--- config.mk ---
export PLATFORM = sky130hd
export DESIGN_NAME = ascii_integer_parser
export DESIGN_NICKNAME = d
export VERILOG_FILES = /design/src/sv/aip_pkg.sv /design/src/sv/aip_char_decode.sv /design/src/sv/aip_parse_core.sv /design/src/sv/ascii_integer_parser.sv
export SDC_FILE = /design/constraint.sdc
export NUM_CORES = 1
export LEC_CHECK = 0
export BUFFER_PORTS_ARGS = -buffer_cell sky130_fd_sc_hd__buf_2
export CELL_PAD_IN_SITES_DETAIL_PLACEMENT = 1
export CELL_PAD_IN_SITES_GLOBAL_PLACEMENT = 1
export CORE_ASPECT_RATIO = 1.1
export CORE_MARGIN = 2
export CORE_UTILIZATION = 46
export CTS_BUF_LIST = sky130_fd_sc_hd__clkbuf_16
export CTS_CLUSTER_DIAMETER = 120
export DETAILED_ROUTE_END_ITERATION = 6
export GPL_ROUTABILITY_DRIVEN = 1
export PLACE_DENSITY_LB_ADDON = 0.1
export SLEW_MARGIN = 20
export SYNTH_ARGS = -nofsm -noshare
export SYNTH_HDL_FRONTEND = slang
export SYNTH_SLANG_ARGS = --single-unit
--- constraint.sdc ---
create_clock -name clk -period 13.46 [get_ports clk]
set_clock_uncertainty 0.1 [all_clocks]
set_input_delay 0.673 -clock clk [delete_from_list [all_inputs] [get_ports clk]]
set_output_delay 0.673 -clock clk [all_outputs]
set_load 0.05 [all_outputs]
--- src/sv/aip_pkg.sv ---
`timescale 1ns / 1ps
// ----------------------------------------------------------------------------
// aip_pkg
// Shared widths, codes, character constants and types of the integer parser.
// ----------------------------------------------------------------------------
package aip_pkg;

  localparam int CharW    = 8;
  localparam int ValueW   = 64;
  localparam int ModeW    = 3;
  localparam int DigitW   = 4;
  localparam int ProdW    = ValueW + DigitW;
  localparam int CfgIdxW  = 1;
  localparam int CfgDataW = 3;

  localparam logic [ModeW-1:0] MODE_S8  = 3'd0;
  localparam logic [ModeW-1:0] MODE_U8  = 3'd1;
  localparam logic [ModeW-1:0] MODE_S16 = 3'd2;
  localparam logic [ModeW-1:0] MODE_U16 = 3'd3;
  localparam logic [ModeW-1:0] MODE_U64 = 3'd4;

  localparam logic [CfgIdxW-1:0] CFG_TARGET_MODE = 1'b0;
  localparam logic [CfgIdxW-1:0] CFG_NUMBER_BASE = 1'b1;

  localparam logic BASE_DEC = 1'b0;
  localparam logic BASE_HEX = 1'b1;

  localparam logic [CharW-1:0] CH_PLUS  = 8'h2B;
  localparam logic [CharW-1:0] CH_MINUS = 8'h2D;
  localparam logic [CharW-1:0] CH_0     = 8'h30;
  localparam logic [CharW-1:0] CH_9     = 8'h39;
  localparam logic [CharW-1:0] CH_UA    = 8'h41;
  localparam logic [CharW-1:0] CH_UF    = 8'h46;
  localparam logic [CharW-1:0] CH_LA    = 8'h61;
  localparam logic [CharW-1:0] CH_LF    = 8'h66;

  typedef struct packed {
    logic [CharW-1:0] ch;
    logic             has_char;
    logic             last;
  } beat_t;

  typedef struct packed {
    logic              is_plus;
    logic              is_minus;
    logic              is_digit;
    logic [DigitW-1:0] digit;
  } char_class_t;

  function automatic logic [ValueW-1:0] mode_limit(input logic [ModeW-1:0] mode,
                                                   input logic neg);
    logic [ValueW-1:0] lim;
    case (mode)
      MODE_S8:  lim = neg ? 64'd128 : 64'd127;
      MODE_U8:  lim = 64'd255;
      MODE_S16: lim = neg ? 64'd32768 : 64'd32767;
      MODE_U16: lim = 64'd65535;
      default:  lim = '1;
    endcase
    return lim;
  endfunction

endpackage

--- src/sv/aip_char_decode.sv ---
`timescale 1ns / 1ps
// ----------------------------------------------------------------------------
// aip_char_decode
// Classifies one character: sign, decimal or hex digit, and its digit value.
// ----------------------------------------------------------------------------
module aip_char_decode (
  input  logic [aip_pkg::CharW-1:0] ch,
  input  logic                      hex,
  output aip_pkg::char_class_t      cls
);

  logic                         is_dec;
  logic                         is_lhex;
  logic                         is_uhex;
  logic [aip_pkg::CharW-1:0]    off_dec;
  logic [aip_pkg::CharW-1:0]    off_lhex;
  logic [aip_pkg::CharW-1:0]    off_uhex;

  always_comb begin
    is_dec   = (ch >= aip_pkg::CH_0)  && (ch <= aip_pkg::CH_9);
    is_lhex  = hex && (ch >= aip_pkg::CH_LA) && (ch <= aip_pkg::CH_LF);
    is_uhex  = hex && (ch >= aip_pkg::CH_UA) && (ch <= aip_pkg::CH_UF);
    off_dec  = ch - aip_pkg::CH_0;
    off_lhex = ch - aip_pkg::CH_LA;
    off_uhex = ch - aip_pkg::CH_UA;

    cls.is_plus  = (ch == aip_pkg::CH_PLUS);
    cls.is_minus = (ch == aip_pkg::CH_MINUS);
    cls.is_digit = is_dec || is_lhex || is_uhex;
    if (is_lhex) begin
      cls.digit = off_lhex[aip_pkg::DigitW-1:0] + 4'd10;
    end else if (is_uhex) begin
      cls.digit = off_uhex[aip_pkg::DigitW-1:0] + 4'd10;
    end else begin
      cls.digit = off_dec[aip_pkg::DigitW-1:0];
    end
  end

endmodule

--- src/sv/aip_parse_core.sv ---
`timescale 1ns / 1ps
// ----------------------------------------------------------------------------
// aip_parse_core
// Per-string parse state: accumulate digits, track sign, range and errors,
// and form the result for the closing beat.
// ----------------------------------------------------------------------------
module aip_parse_core (
  input  logic                       clk,
  input  logic                       rst_n,
  input  logic                       go,
  input  aip_pkg::beat_t             beat,
  input  logic [aip_pkg::ModeW-1:0]  mode,
  input  logic                       base,
  output logic [aip_pkg::ValueW-1:0] res_value,
  output logic                       res_failed
);

  logic [aip_pkg::ValueW-1:0] acc_r, acc_nxt;
  logic                       rng_r, rng_nxt;
  logic                       neg_r, neg_nxt;
  logic                       first_r, first_nxt;
  logic                       need_r, need_nxt;
  logic                       bad_r, bad_nxt;

  logic                       hex;
  logic                       mode_bad;
  aip_pkg::char_class_t       cls;
  logic [aip_pkg::ProdW-1:0]  scaled;
  logic [aip_pkg::ProdW-1:0]  prod;
  logic                       over;

  aip_char_decode u_dec (
    .ch  (beat.ch),
    .hex (hex),
    .cls (cls)
  );

  always_comb begin
    hex      = (mode == aip_pkg::MODE_U16) && (base == aip_pkg::BASE_HEX);
    mode_bad = (mode > aip_pkg::MODE_U64);
    if (hex) begin
      scaled = {acc_r, 4'b0000};
    end else begin
      scaled = {1'b0, acc_r, 3'b000} + {3'b000, acc_r, 1'b0};
    end
    prod = scaled + {{(aip_pkg::ProdW-aip_pkg::DigitW){1'b0}}, cls.digit};
    over = prod > {{(aip_pkg::ProdW-aip_pkg::ValueW){1'b0}},
                   aip_pkg::mode_limit(mode, neg_r)};

    acc_nxt   = acc_r;
    rng_nxt   = rng_r;
    neg_nxt   = neg_r;
    first_nxt = first_r;
    need_nxt  = need_r;
    bad_nxt   = bad_r;

    if (beat.has_char) begin
      first_nxt = 1'b0;
      if (mode_bad) begin
        bad_nxt = 1'b1;
      end else if (first_r && cls.is_plus) begin
        first_nxt = 1'b0;
      end else if (first_r && cls.is_minus) begin
        if (mode == aip_pkg::MODE_S8 || mode == aip_pkg::MODE_S16) begin
          neg_nxt = 1'b1;
        end else begin
          bad_nxt = 1'b1;
        end
      end else if (!cls.is_digit) begin
        bad_nxt = 1'b1;
      end else begin
        need_nxt = 1'b0;
        if (!rng_r) begin
          if (over) begin
            rng_nxt = 1'b1;
          end else begin
            acc_nxt = prod[aip_pkg::ValueW-1:0];
          end
        end
      end
    end

    res_failed = bad_nxt || rng_nxt || need_nxt || mode_bad;
    if (res_failed) begin
      res_value = '0;
    end else if (neg_nxt) begin
      res_value = {aip_pkg::ValueW{1'b0}} - acc_nxt;
    end else begin
      res_value = acc_nxt;
    end
  end

  always_ff @(posedge clk) begin
    if (!rst_n) begin
      acc_r   <= '0;
      rng_r   <= 1'b0;
      neg_r   <= 1'b0;
      first_r <= 1'b1;
      need_r  <= 1'b1;
      bad_r   <= 1'b0;
    end else if (go) begin
      if (beat.last) begin
        acc_r   <= '0;
        rng_r   <= 1'b0;
        neg_r   <= 1'b0;
        first_r <= 1'b1;
        need_r  <= 1'b1;
        bad_r   <= 1'b0;
      end else begin
        acc_r   <= acc_nxt;
        rng_r   <= rng_nxt;
        neg_r   <= neg_nxt;
        first_r <= first_nxt;
        need_r  <= need_nxt;
        bad_r   <= bad_nxt;
      end
    end
  end

endmodule

--- src/sv/ascii_integer_parser.sv ---
`timescale 1ns / 1ps
// ----------------------------------------------------------------------------
// ascii_integer_parser
// Parses a decimal or hex ASCII number string, one character per beat,
// into a signed or unsigned integer of the selected width.
// ----------------------------------------------------------------------------
// Usage:
//   Input channel: one character per beat on in_ch with in_has_char set;
//   in_last marks the final beat of a string. A beat with in_has_char low
//   and in_last high closes an empty string; one with both low is idle.
//   Output channel: one beat per string, out_value (sign-extended in the
//   signed modes, zero on failure) and out_failed.
//   Config: cfg_we writes cfg_wdata into the register at cfg_idx
//   (target mode, number base); write only while no string is in flight.
// Flow:
//   One character per cycle while in_stall is low. A string's result reaches
//   the output register after its last beat is accepted: the beat sits in
//   the input register while the digit/range logic feeds the output register.
// Reset and stall:
//   Reset clears the config, the parse state and both valid flags.
//   While out_stall holds a result, the output beat stays put; in_stall
//   rises only when a closing beat waits behind that held result.
// ----------------------------------------------------------------------------
module ascii_integer_parser (
  input  logic                         clk,
  input  logic                         rst_n,
  input  logic                         in_valid,
  output logic                         in_stall,
  input  logic [aip_pkg::CharW-1:0]    in_ch,
  input  logic                         in_has_char,
  input  logic                         in_last,
  output logic                         out_valid,
  input  logic                         out_stall,
  output logic [aip_pkg::ValueW-1:0]   out_value,
  output logic                         out_failed,
  input  logic                         cfg_we,
  input  logic [aip_pkg::CfgIdxW-1:0]  cfg_idx,
  input  logic [aip_pkg::CfgDataW-1:0] cfg_wdata
);

  logic [aip_pkg::ModeW-1:0]  mode_r;
  logic                       base_r;

  logic                       s1_valid_r;
  aip_pkg::beat_t             s1_beat_r;

  logic                       out_valid_r, out_valid_nxt;
  logic [aip_pkg::ValueW-1:0] out_value_r;
  logic                       out_failed_r;

  logic                       out_free;
  logic                       go;
  logic [aip_pkg::ValueW-1:0] res_value;
  logic                       res_failed;

  always_ff @(posedge clk) begin
    if (!rst_n) begin
      mode_r <= aip_pkg::MODE_S8;
      base_r <= aip_pkg::BASE_DEC;
    end else if (cfg_we) begin
      unique case (cfg_idx)
        aip_pkg::CFG_TARGET_MODE: mode_r <= cfg_wdata[aip_pkg::ModeW-1:0];
        aip_pkg::CFG_NUMBER_BASE: base_r <= cfg_wdata[0];
        default:                  base_r <= base_r;
      endcase
    end
  end

  // advance a beat unless its result has nowhere to go
  assign out_free = !out_valid_r || !out_stall;
  assign go       = s1_valid_r && (!s1_beat_r.last || out_free);
  assign in_stall = s1_valid_r && !go;

  always_ff @(posedge clk) begin
    if (!rst_n) begin
      s1_valid_r <= 1'b0;
    end else if (!in_stall) begin
      s1_valid_r <= in_valid;
    end
  end

  always_ff @(posedge clk) begin
    if (!in_stall && in_valid) begin
      s1_beat_r.ch       <= in_ch;
      s1_beat_r.has_char <= in_has_char;
      s1_beat_r.last     <= in_last;
    end
  end

  aip_parse_core u_core (
    .clk        (clk),
    .rst_n      (rst_n),
    .go         (go),
    .beat       (s1_beat_r),
    .mode       (mode_r),
    .base       (base_r),
    .res_value  (res_value),
    .res_failed (res_failed)
  );

  always_comb begin
    if (go && s1_beat_r.last) begin
      out_valid_nxt = 1'b1;
    end else if (!out_stall) begin
      out_valid_nxt = 1'b0;
    end else begin
      out_valid_nxt = out_valid_r;
    end
  end

  always_ff @(posedge clk) begin
    if (!rst_n) begin
      out_valid_r <= 1'b0;
    end else begin
      out_valid_r <= out_valid_nxt;
    end
  end

  always_ff @(posedge clk) begin
    if (go && s1_beat_r.last) begin
      out_value_r  <= res_value;
      out_failed_r <= res_failed;
    end
  end

  assign out_valid  = out_valid_r;
  assign out_value  = out_value_r;
  assign out_failed = out_failed_r;

endmodule

==> out/metrics.cfg, run 1 <==
[synthesis]
synth_area_um2 = 19100
synth_edf_count = 75
async_reset_ff_frac = 0
yosysSeqAreaShare = 0.197
synth_cell_type_count = 108
ys_warn_count = 0
syn_nets = 2682
ys_top_cells_by_area = edfxtp_1 (12%), ha_1 (8.7%), dfxtp_1 (7.9%), a21oi_1 (5.0%), nand2_1 (4.8%)
synthCells = 2528
avgSynthCellArea_um2 = 7.54
ys_seq_elements = 150
synth_top_area_frac = 0.118
yosys.area.top_type = edfxtp_1
ys.flop_type = edfxtp_1

[clock_network]
cts.hold.buffers_added = 0
clockRootBuffer = clkbuf_16
cts_tree = yes
clock_sinks = 150
insertion_delay_ns = 0.46
cts-buffers-inserted = 17
cts_buffer_depth = 2
postCtsSetupRepairBufs = 0
cts_resized = 0
clk_pin_slew_ns = 0.07
cts_max_level = 4

[global_route]
grtUsageTotal = 0.354
use_met1 = 0.525
overflow = 0
grt_pass1_vias = 20376
grtUsageMet2 = 0.540
antenna_found_initial = 0
use_met3 = 0.0323
grt_max_degree = 87
grt_first_pass_wirelength_mm = 119
grt_busiest_layer = met2

[timing]
hold_viol = 0
worstMarginPinSlew_ns = 1.12
rsz0062_at_grt = no
fmax_mhz = 80.0
slew_violations = 0
timing.final.crit_share = 0.929
setup_viol = 0
max_slew_margin = 0.244
fin_crit_ns = 12.50
totalNegativeSetupSlack_ns = 0

[detailed_routing]
viasPerCell = 6.78
drcViolationCount = 0
ant_nets = 0
finalWirelength_mm = 76.8
vias = 20849
first_iter_violations = 1969
first_pass_iters = 7
wl_per_cell_um = 25.0

[worst_setup_path]
path_max_fanout = 24
crit_required_ns = 13.67
crit_type = flop to flop
worstSetupStartpointType = flop
critical_path_arrival_ns = 12.71
worstReg2RegStart = mode_r[1]$_SDFFE_PN0P_
r2r-end = out_value[62]$_SDFFCE_PP0P_
critical-path-max-stage-delay_ns = 0.68
startpoint = mode_r[1]$_SDFFE_PN0P_
r2r_cells = 46
r2r_slack_ns = 0.96
worst_path_max_delay_cell = a2111oi_0
end_kind = flop

[min_path]
min_path_type = input port to flop
whs_endpoint = s1_beat_r[1]$_DFFE_PP_
hold_depth = 1
hp-start = in_has_char

[cells_and_area]
antenna_cells = 0
multi_input_area_um2 = 14600
seq_area_um2 = 3750
syn2layout_area_growth_pct = 6.90
drive_above_1_share = 0.0950
finalNetCount = 2658
fillerInstances = 5152

[floorplan]
rows = 78
die_h_um = 217
die_width_um = 198
fp.dieArea_um2 = 43100
ios = 86
initial_core_util = 0.464
coreArea_um2 = 41100

[place]
port_buffers = 85
gp_congestion = 0.994
hpwl_mm = 60.5

[pwr]
power_density_nw_per_um2 = 55.0
finalPower_uw = 1120
p_leak_uw = 0.00781
peakVddDrop_uv = 83.6

[status]
status = completed

[job]
cap_violations = 0

==> per-layer routing <==
| metal | vias up | share of wire |
|---|---|---|
| met1 | 10312 | 0.47 |
| met3 | 116 | 0.068 |
| met5 | - | 0 |
| li1 | 9563 | - |
| met2 | 858 | 0.43 |
| met4 | 0 | 0.027 |
==> synth_stat cells (all sizes together), types with 26 or more instances <==
cell type	instances
a31oi	31
edfxtp	75
a21o	75
mux2i	70
nor3	101
and3	31
ha	133
nand2b	32
nor4	47
or2	26
a22oi	44
inv	36
nand4	81
nand3	92
clkbuf	91
nand2	243
a21oi	194
or3	32
a211oi	42
nor2	203
and2	49
or4	29
buf	59
nor2b	58
dfxtp	75
xor2	43
o21ai	164
xnor2	68
==> cell usage in the layout, fill, tap and decap left out, types with 18 or more instances in the layout <==
| cell type | instances |
|---|---|
| nor4_1 | 45 |
| nand2_1 | 242 |
| inv_1 | 34 |
| a211oi_1 | 39 |
| or2_2 | 24 |
| buf_4 | 22 |
| nor2_1 | 200 |
| edfxtp_1 | 75 |
| ha_1 | 133 |
| a21o_1 | 75 |
| nand2b_1 | 32 |
| dfxtp_1 | 75 |
| xor2_1 | 43 |
| mux2i_1 | 69 |
| o21ai_1 | 21 |
| nand3_1 | 92 |
| a22oi_1 | 43 |
| o211ai_1 | 20 |
| mux2_2 | 19 |
| a31oi_1 | 30 |
| o21ai_0 | 139 |
| nor3_1 | 96 |
| and3_1 | 31 |
| a21oi_1 | 192 |
| o21a_1 | 20 |
| buf_2 | 85 |
| or4_1 | 26 |
| nand4_1 | 77 |
| xnor2_1 | 68 |
| nor2b_1 | 58 |
| and2_1 | 48 |
| o31ai_1 | 18 |
| or3_1 | 32 |
==> cells by family (layout without fill, tap and decap cells) <==
kind of cell / count (synthesis) / in the layout / synth area share
AO/OA/AOI/OAI: 767 / 767 / 0.268
XOR/XNOR: 111 / 111 / 0.0510
adder cells (fa/ha/maj): 135 / 135 / 0.0894
buffers and inverters: 186 / 175 / 0.0433
flip-flops: 150 / 150 / 0.197
multiplexers: 91 / 91 / 0.0492
AND/OR/NAND/NOR: 1088 / 1088 / 0.302
==> critical path: cells and delay by family (launching register included) <==
| family | cells | cell delay (ns) |
|---|---|---|
| and+or+nand+nor | 21 | 5.52 |
| AOI/OAI and AO/OA | 17 | 4.37 |
| adders and majority gates | 4 | 1.19 |
| muxes | 2 | 0.52 |
| DFF | 1 | 0.46 |
| buffers and inverters | 2 | 0.16 |
==> worst max path at each step <==
| stage | to | depth (start not counted) | slack (ns) |
|---|---|---|---|
| finish | out_value[62]$_SDFFCE_PP0P_ | 46 | 0.96 |
| global route | out_value[62]$_SDFFCE_PP0P_ | 45 | 0.15 |
| CTS | out_value[62]$_SDFFCE_PP0P_ | 42 | 0.87 |
| detailed placement | out_value[60]$_SDFFCE_PP0P_ | 42 | 0.93 |
| global placement | out_value[60]$_SDFFCE_PP0P_ | 42 | 1.45 |
| floorplan | out_value[62]$_SDFFCE_PP0P_ | 59 | 1.16 |
==> power breakdown <==
| part | internal [uW] | switching (uW) |
|---|---|---|
| combinational | 27.3 | 66.0 |
| sequential | 485 | 5.42 |
| clock | 316 | 221 |
==> stage by stage <==
stage                     hold WS (ns)  area [um^2]  instances  worst slack [ns]  utilization
after CTS                        0.275        20400       3077             0.870        0.496
after detailed placement         0.361        19700       3045             0.927        0.480
after global placement           0.343        19700       3045              1.45        0.480
final                            0.291        20400       3077             0.960        0.496
after global routing             0.281        20400       3077             0.154        0.496
after floorplan                  0.328        19100       2528              1.16            -
==> flip-flops by register name, summed over array words and instances, names as in the netlist <==
name,cells
mode_r,3
u_core.acc_r,64
u_core.need_r,1
base_r,1
u_core.neg_r,1
out_valid,1
u_core.bad_r,1
s1_beat_r,10
u_core.first_r,1
out_failed,1
u_core.rng_r,1
s1_valid_r,1
out_value,64
==> area by class of cell <==
type                    count  share of cell area
repair buffers            107              0.0290
well taps                 560              0.0344
clock buffers              17              0.0209
inverters                  36             0.00663
flip-flops and latches    150               0.184
clock inverters            15              0.0106
multi-input cells        2192               0.714
Power figures use the tool's default switching activity.
==> inputs of run 2 (changes only) <==
--- a/config.mk
+++ b/config.mk
@@ -8,7 +8,7 @@
 export BUFFER_PORTS_ARGS = -buffer_cell sky130_fd_sc_hd__buf_2
 export CELL_PAD_IN_SITES_DETAIL_PLACEMENT = 1
 export CELL_PAD_IN_SITES_GLOBAL_PLACEMENT = 1
-export CORE_ASPECT_RATIO = 1.1
+export CORE_ASPECT_RATIO = 1.4
 export CORE_MARGIN = 2
 export CORE_UTILIZATION = 46
 export CTS_BUF_LIST = sky130_fd_sc_hd__clkbuf_16
==> run 2 against run 1 <==
  * The run now ends with design-rule violations left
  * Clock power decreased by 1%
  * Hold slack got worse by 0.0060 ns
  * Count of clock-buffer cells in the layout unchanged
  * Sequential share of layout area about the same
  * Critical endpoint unchanged
  * Largest cell class unchanged
  * Highest routed layer unchanged
==> out/metrics.cfg, run 2 (same netlist as run 1, synthesis figures left out) <==
[clock_network]
cts_buffer_depth = 2  ; unchanged
cts_max_level = 4  ; unchanged
postCtsSetupRepairBufs = 0  ; unchanged
cts.hold.buffers_added = 0  ; unchanged
cts_tree = yes  ; unchanged
insertion_delay_ns = 0.46  ; about the same
cts-buffers-inserted = 17  ; unchanged
clk_pin_slew_ns = 0.07  ; about the same
clock_sinks = 150  ; unchanged
clockRootBuffer = clkbuf_16  ; unchanged

[cells_and_area]
drive_above_1_share = 0.0971  ; was 0.0950
fillerInstances = 5179  ; was 5152
design_area_um2 = 20400  ; about the same
postLayoutCoreUtil = 0.497  ; was 0.496
antenna_cells = 0  ; unchanged
final_cells = 3064  ; was 3077
syn2layout_area_growth_pct = 7.04  ; was 6.90%
final_common_cell = nand2_1  ; unchanged
final_cell_mix = nand2_1 (242), nor2_1 (200), a21oi_1 (192), o21ai_0 (139), ha_1 (133)  ; unchanged
finalNetCount = 2665  ; was 2658

[timing]
slew_violations = 0  ; unchanged
worstMarginPinSlew_ns = 1.13  ; was 1.12 ns
setup_viol = 0  ; unchanged
totalNegativeSetupSlack_ns = 0  ; unchanged
timing.final.crit_share = 0.948  ; was 0.929
rsz0062_at_grt = no  ; unchanged
hold_viol = 0  ; unchanged
max_slew_margin = 0.241  ; was 0.244
fin_crit_ns = 12.76  ; was 12.50 ns
fmax_mhz = 78.4  ; was 80.0 MHz

[place]
postPlaceCellArea_um2 = 19700  ; about the same
placedCellCount = 3032  ; was 3045
gp_congestion = 0.963  ; was 0.994
hpwl_mm = 60.3  ; was 60.5 mm
port_buffers = 85  ; unchanged

[pwr]
peakVddDrop_uv = 93.5  ; was 83.6 uV
power_density_nw_per_um2 = 54.6  ; was 55.0 nW/um^2
p_leak_uw = 0.00784  ; was 0.00781 uW
finalPower_uw = 1110  ; was 1120 uW

[detailed_routing]
ant_nets = 0  ; unchanged
vias = 20665  ; was 20.8k
wl_per_cell_um = 24.8  ; was 25.0 um
drcViolationCount = 1  ; was 0
viasPerCell = 6.74  ; was 6.78
finalWirelength_mm = 75.9  ; was 76.8 mm
first_pass_iters = 7  ; unchanged
first_iter_violations = 1384  ; was 1969

[global_route]
grt_pass1_vias = 20647  ; was 20.4k
grt_max_degree = 85  ; was 87
grt_first_pass_wirelength_mm = 118  ; was 119 mm
overflow = 0  ; unchanged
grtUsageTotal = 0.346  ; was 0.354
antenna_found_initial = 0  ; unchanged

[job]
cap_violations = 0  ; unchanged

[worst_setup_path]
critical_path_arrival_ns = 12.86  ; was 12.71 ns
end_kind = flop  ; unchanged
worst_path_max_delay_cell = a2111oi_0  ; unchanged
crit_type = flop to flop  ; unchanged
path_max_fanout = 12  ; was 24
r2r_cells = 48  ; was 46
critical-path-max-stage-delay_ns = 0.70  ; was 0.68 ns
worstSetupStartpointType = flop  ; unchanged
crit_required_ns = 13.56  ; was 13.67 ns

[min_path]
hold_depth = 1  ; unchanged
min_path_type = input port to flop  ; unchanged

[floorplan]
die_h_um = 245  ; was 217 um
ios = 86  ; unchanged
coreArea_um2 = 41100  ; about the same
initial_core_util = 0.464  ; about the same
rows = 88  ; was 78
die_width_um = 176  ; was 198 um
fp.dieArea_um2 = 43100  ; about the same

[status]
violations = design-rule violations
status = complete, but fails checks  ; was completed

[run 2: changes by cell type in the layout (fill, tap and decap cells not counted)]
cell        before  now
bufinv_16        4    3
clkinv_1         1    2
o21ai_2          3    2
clkinv_2         1    0
clkinv_4         1    2
nor4_1          45   44
nor4_2           0    1
o21ai_1         21   22
clkinvlp_2       1    0
clkinv_8         0    2
inv_6            5    4
buf_4           22   29
[run 2: report_power, final]
part / internal, uW / leakage, uW / total [uW] / switching (uW)
logic: 27.4 / 0.00622 / 93.8 / 66.4
clock network: 301 / 0.000312 / 530 / 229
registers: 485 / 0.00131 / 490 / 5.09
total: 813 / 0.00784 / 1110 / 301
[run 2: timing repair]
item	in CTS	in global routing
resized for setup	0	3
setup endpoints to repair	0	5
hold endpoints to repair	0	0
[run 2: worst max-delay path, delay by kind of cell (launching register included)]
family | cells | cell delay (ns)
compound gates | 18 | 4.75
buf+inv | 3 | 0.23
fa+ha+maj | 5 | 1.43
simple gates | 19 | 4.57
xor+xnor | 1 | 0.52
flops | 1 | 0.45
mux | 2 | 0.44
[run 2: routing by layer]
metal  GRT usage  vias up  part of all wire
li1            -     9582                 -
met1       0.472    10287              0.46
met2       0.559      668              0.45
met3      0.0313      128             0.050
met4       0.145        0             0.040
met5           0        -                 0
[run 2: path summary, 6_finish.rpt]
kind         slack, ns                    from                           to
max               0.70  s1_beat_r[2]$_DFFE_PP_  out_value[62]$_SDFFCE_PP0P_
min               0.28                in_ch[7]       s1_beat_r[9]$_DFFE_PP_
max reg2reg       0.70  s1_beat_r[2]$_DFFE_PP_  out_value[62]$_SDFFCE_PP0P_
min reg2reg       0.39  out_valid$_SDFFE_PN0P_       out_valid$_SDFFE_PN0P_
[run 2: layout make-up]
type	instances	area [um^2]	share of cell area
well taps	540	676	0.0331
clock inverters	15	213	0.0104
repair buffers	114	643	0.0315
flip-flops and latches	150	3750	0.184
clock buffers	17	425	0.0209
inverters	36	135	0.00662
multi-input cells	2192	14600	0.713
[run 2: per-stage QoR]
stage | worst slack, ns | hold slack (ns)
floorplan | 1.16 | 0.328
global placement | 1.36 | 0.343
detailed placement | 0.892 | 0.366
CTS | 0.778 | 0.275
global route | 0.0538 | 0.284
finish | 0.702 | 0.284
==> inputs of run 3 (changes only) <==
--- a/config.mk
+++ b/config.mk
@@ -9,12 +9,10 @@
 export CELL_PAD_IN_SITES_DETAIL_PLACEMENT = 1
 export CELL_PAD_IN_SITES_GLOBAL_PLACEMENT = 1
 export CORE_ASPECT_RATIO = 1.4
-export CORE_MARGIN = 2
 export CORE_UTILIZATION = 46
 export CTS_BUF_LIST = sky130_fd_sc_hd__clkbuf_16
 export CTS_CLUSTER_DIAMETER = 120
 export DETAILED_ROUTE_END_ITERATION = 6
-export GPL_ROUTABILITY_DRIVEN = 1
 export PLACE_DENSITY_LB_ADDON = 0.1
 export SLEW_MARGIN = 20
 export SYNTH_ARGS = -nofsm -noshare
==> run 3 against run 2 <==
  * The flow now finishes without violations
  * Combinational power fell by 0.5%
  * Die area fell by 1.9%
  * Hold slack better by 0.0088 ns
==> out/metrics.cfg, run 3 (same netlist as run 1, synthesis figures left out) <==
[worst_setup_path]
end_kind = flop  ; unchanged
crit_type = flop to flop  ; unchanged
path_max_fanout = 19  ; was 12
critical_path_arrival_ns = 12.90  ; was 12.86 ns
worstSetupStartpointType = flop  ; unchanged
critical-path-max-stage-delay_ns = 0.80  ; was 0.70 ns
crit_required_ns = 13.53  ; was 13.56 ns
worst_path_max_delay_cell = a2111oi_0  ; unchanged

[cells_and_area]
finalNetCount = 2663  ; was 2665
final_cell_mix = nand2_1 (242), nor2_1 (200), a21oi_1 (192), o21ai_0 (139), ha_1 (133)  ; unchanged
drive_above_1_share = 0.0960  ; was 0.0971
antenna_cells = 0  ; unchanged
syn2layout_area_growth_pct = 6.51  ; was 7.04%
final_common_cell = nand2_1  ; unchanged
final_cells = 3056  ; was 3064

[clock_network]
postCtsSetupRepairBufs = 0  ; unchanged
cts_buffer_depth = 2  ; unchanged
cts_tree = yes  ; unchanged
clock_sinks = 150  ; unchanged
insertion_delay_ns = 0.45  ; was 0.46 ns
cts.hold.buffers_added = 0  ; unchanged
clockRootBuffer = clkbuf_16  ; unchanged
clk_pin_slew_ns = 0.07  ; about the same
cts_max_level = 4  ; unchanged
cts-buffers-inserted = 17  ; unchanged

[detailed_routing]
met3_length_mm = 4.24  ; was 3.78 mm
wl_per_cell_um = 24.7  ; was 24.8 um
highest_layer = met4  ; unchanged
first_iter_violations = 1622  ; was 1384
drcViolationCount = 0  ; was 1
first_pass_iters = 5  ; was 7
vias = 20717  ; about the same
ant_nets = 0  ; unchanged
met1Wirelength_mm = 34.0  ; was 34.6 mm
finalWirelength_mm = 75.5  ; was 75.9 mm
dr_wl_met2_mm = 34.7  ; was 34.5 mm
viasPerCell = 6.78  ; was 6.74

[job]
cap_violations = 0  ; unchanged

[global_route]
grt_first_pass_wirelength_mm = 118  ; about the same
antenna_found_initial = 0  ; unchanged
grt_max_degree = 87  ; was 85
grtUsageTotal = 0.352  ; was 0.346
grt_pass1_vias = 20627  ; about the same
overflow = 0  ; unchanged

[place]
dp_slack_ns = 0.912  ; was 0.892 ns
gp_congestion = 0.971  ; was 0.963
hpwl_mm = 59.7  ; was 60.3 mm
port_buffers = 85  ; unchanged
placedCellCount = 3024  ; was 3032

[timing]
holdWs_ns = 0.293  ; was 0.284 ns
fmax_mhz = 77.9  ; was 78.4 MHz
worst_slack_ns = 0.625  ; was 0.702 ns
totalNegativeSetupSlack_ns = 0  ; unchanged
setup_viol = 0  ; unchanged
rsz0062_at_grt = no  ; unchanged
hold_viol = 0  ; unchanged
max_slew_margin = 0.232  ; was 0.241
fin_crit_ns = 12.84  ; was 12.76 ns
worstMarginPinSlew_ns = 1.14  ; was 1.13 ns
timing.final.crit_share = 0.954  ; was 0.948
slew_violations = 0  ; unchanged

[floorplan]
rows = 87  ; was 88
die_width_um = 174  ; was 176 um
ios = 86  ; unchanged
die_h_um = 243  ; was 245 um
fp.dieArea_um2 = 42300  ; was 43100 um^2
coreArea_um2 = 40600  ; was 41100 um^2
initial_core_util = 0.469  ; was 0.464

[pwr]
peakVddDrop_uv = 87.4  ; was 93.5 uV
p_leak_uw = 0.00779  ; was 0.00784 uW
power_density_nw_per_um2 = 52.1  ; was 54.6 nW/um^2
finalPower_uw = 1060  ; was 1110 uW

[status]
status = completed  ; was complete, but fails checks

[min_path]
min_path_type = input port to flop  ; unchanged

## run 3: changes by cell type in the layout (fill, tap and decap cells not counted), sizes merged
cell      delta
clkinv       -1
buf          -2
clkinvlp     +2
inv          +1
bufinv       -2
## run 3: path summary, 6_finish.rpt
check,startpoint,to,slack [ns],cells past startpoint
worst max register to register,s1_beat_r[2]$_DFFE_PP_,out_value[60]$_SDFFCE_PP0P_,0.62,48
worst min register to register,u_core.bad_r$_SDFFE_PN0P_,u_core.bad_r$_SDFFE_PN0P_,0.39,2
worst min-delay path,in_ch[2],s1_beat_r[4]$_DFFE_PP_,0.29,1
worst max-delay path,s1_beat_r[2]$_DFFE_PP_,out_value[60]$_SDFFCE_PP0P_,0.62,48
## run 3: timing repair
item | CTS | global route
endpoints found under the hold margin | 0 | 0
gates resized for setup | 0 | 1
endpoints found under the setup margin | 0 | 4
## run 3: routing by layer
layer / up-vias / global-route usage
met4: 0 / 0.134
li1: 9566 / -
met1: 10231 / 0.479
met2: 779 / 0.574
met5: - / 0
met3: 141 / 0.0315
## run 3: critical path: cells and delay by family (launching register included)
kind            cells  cell delay [ns]
simple gates       21             5.96
compound gates     18             4.09
fa+ha+maj           5             1.41
flops               1             0.43
mux                 1             0.30
buf+inv             3             0.20
## run 3: stage by stage
step / area, um^2 / util
finish: 20300 / 0.500
global placement: 19700 / 0.486
global route: 20300 / 0.500
floorplan: 19100 / -
detailed placement: 19700 / 0.486
CTS: 20300 / 0.500
## run 3: power by group
part | internal, uW | total (uW) | switching [uW]
logic | 27.4 | 93.3 | 66.0
clock network | 259 | 473 | 215
registers | 485 | 490 | 5.08
## run 3: cell type report
cell class	count	area [um^2]
fill	5102	20300
multi-input combinational	2192	14500
sequential	150	3750
tap	534	668
timing repair buffer	112	628
clock buffer	17	425
clock inverter	15	143
inverter	36	135
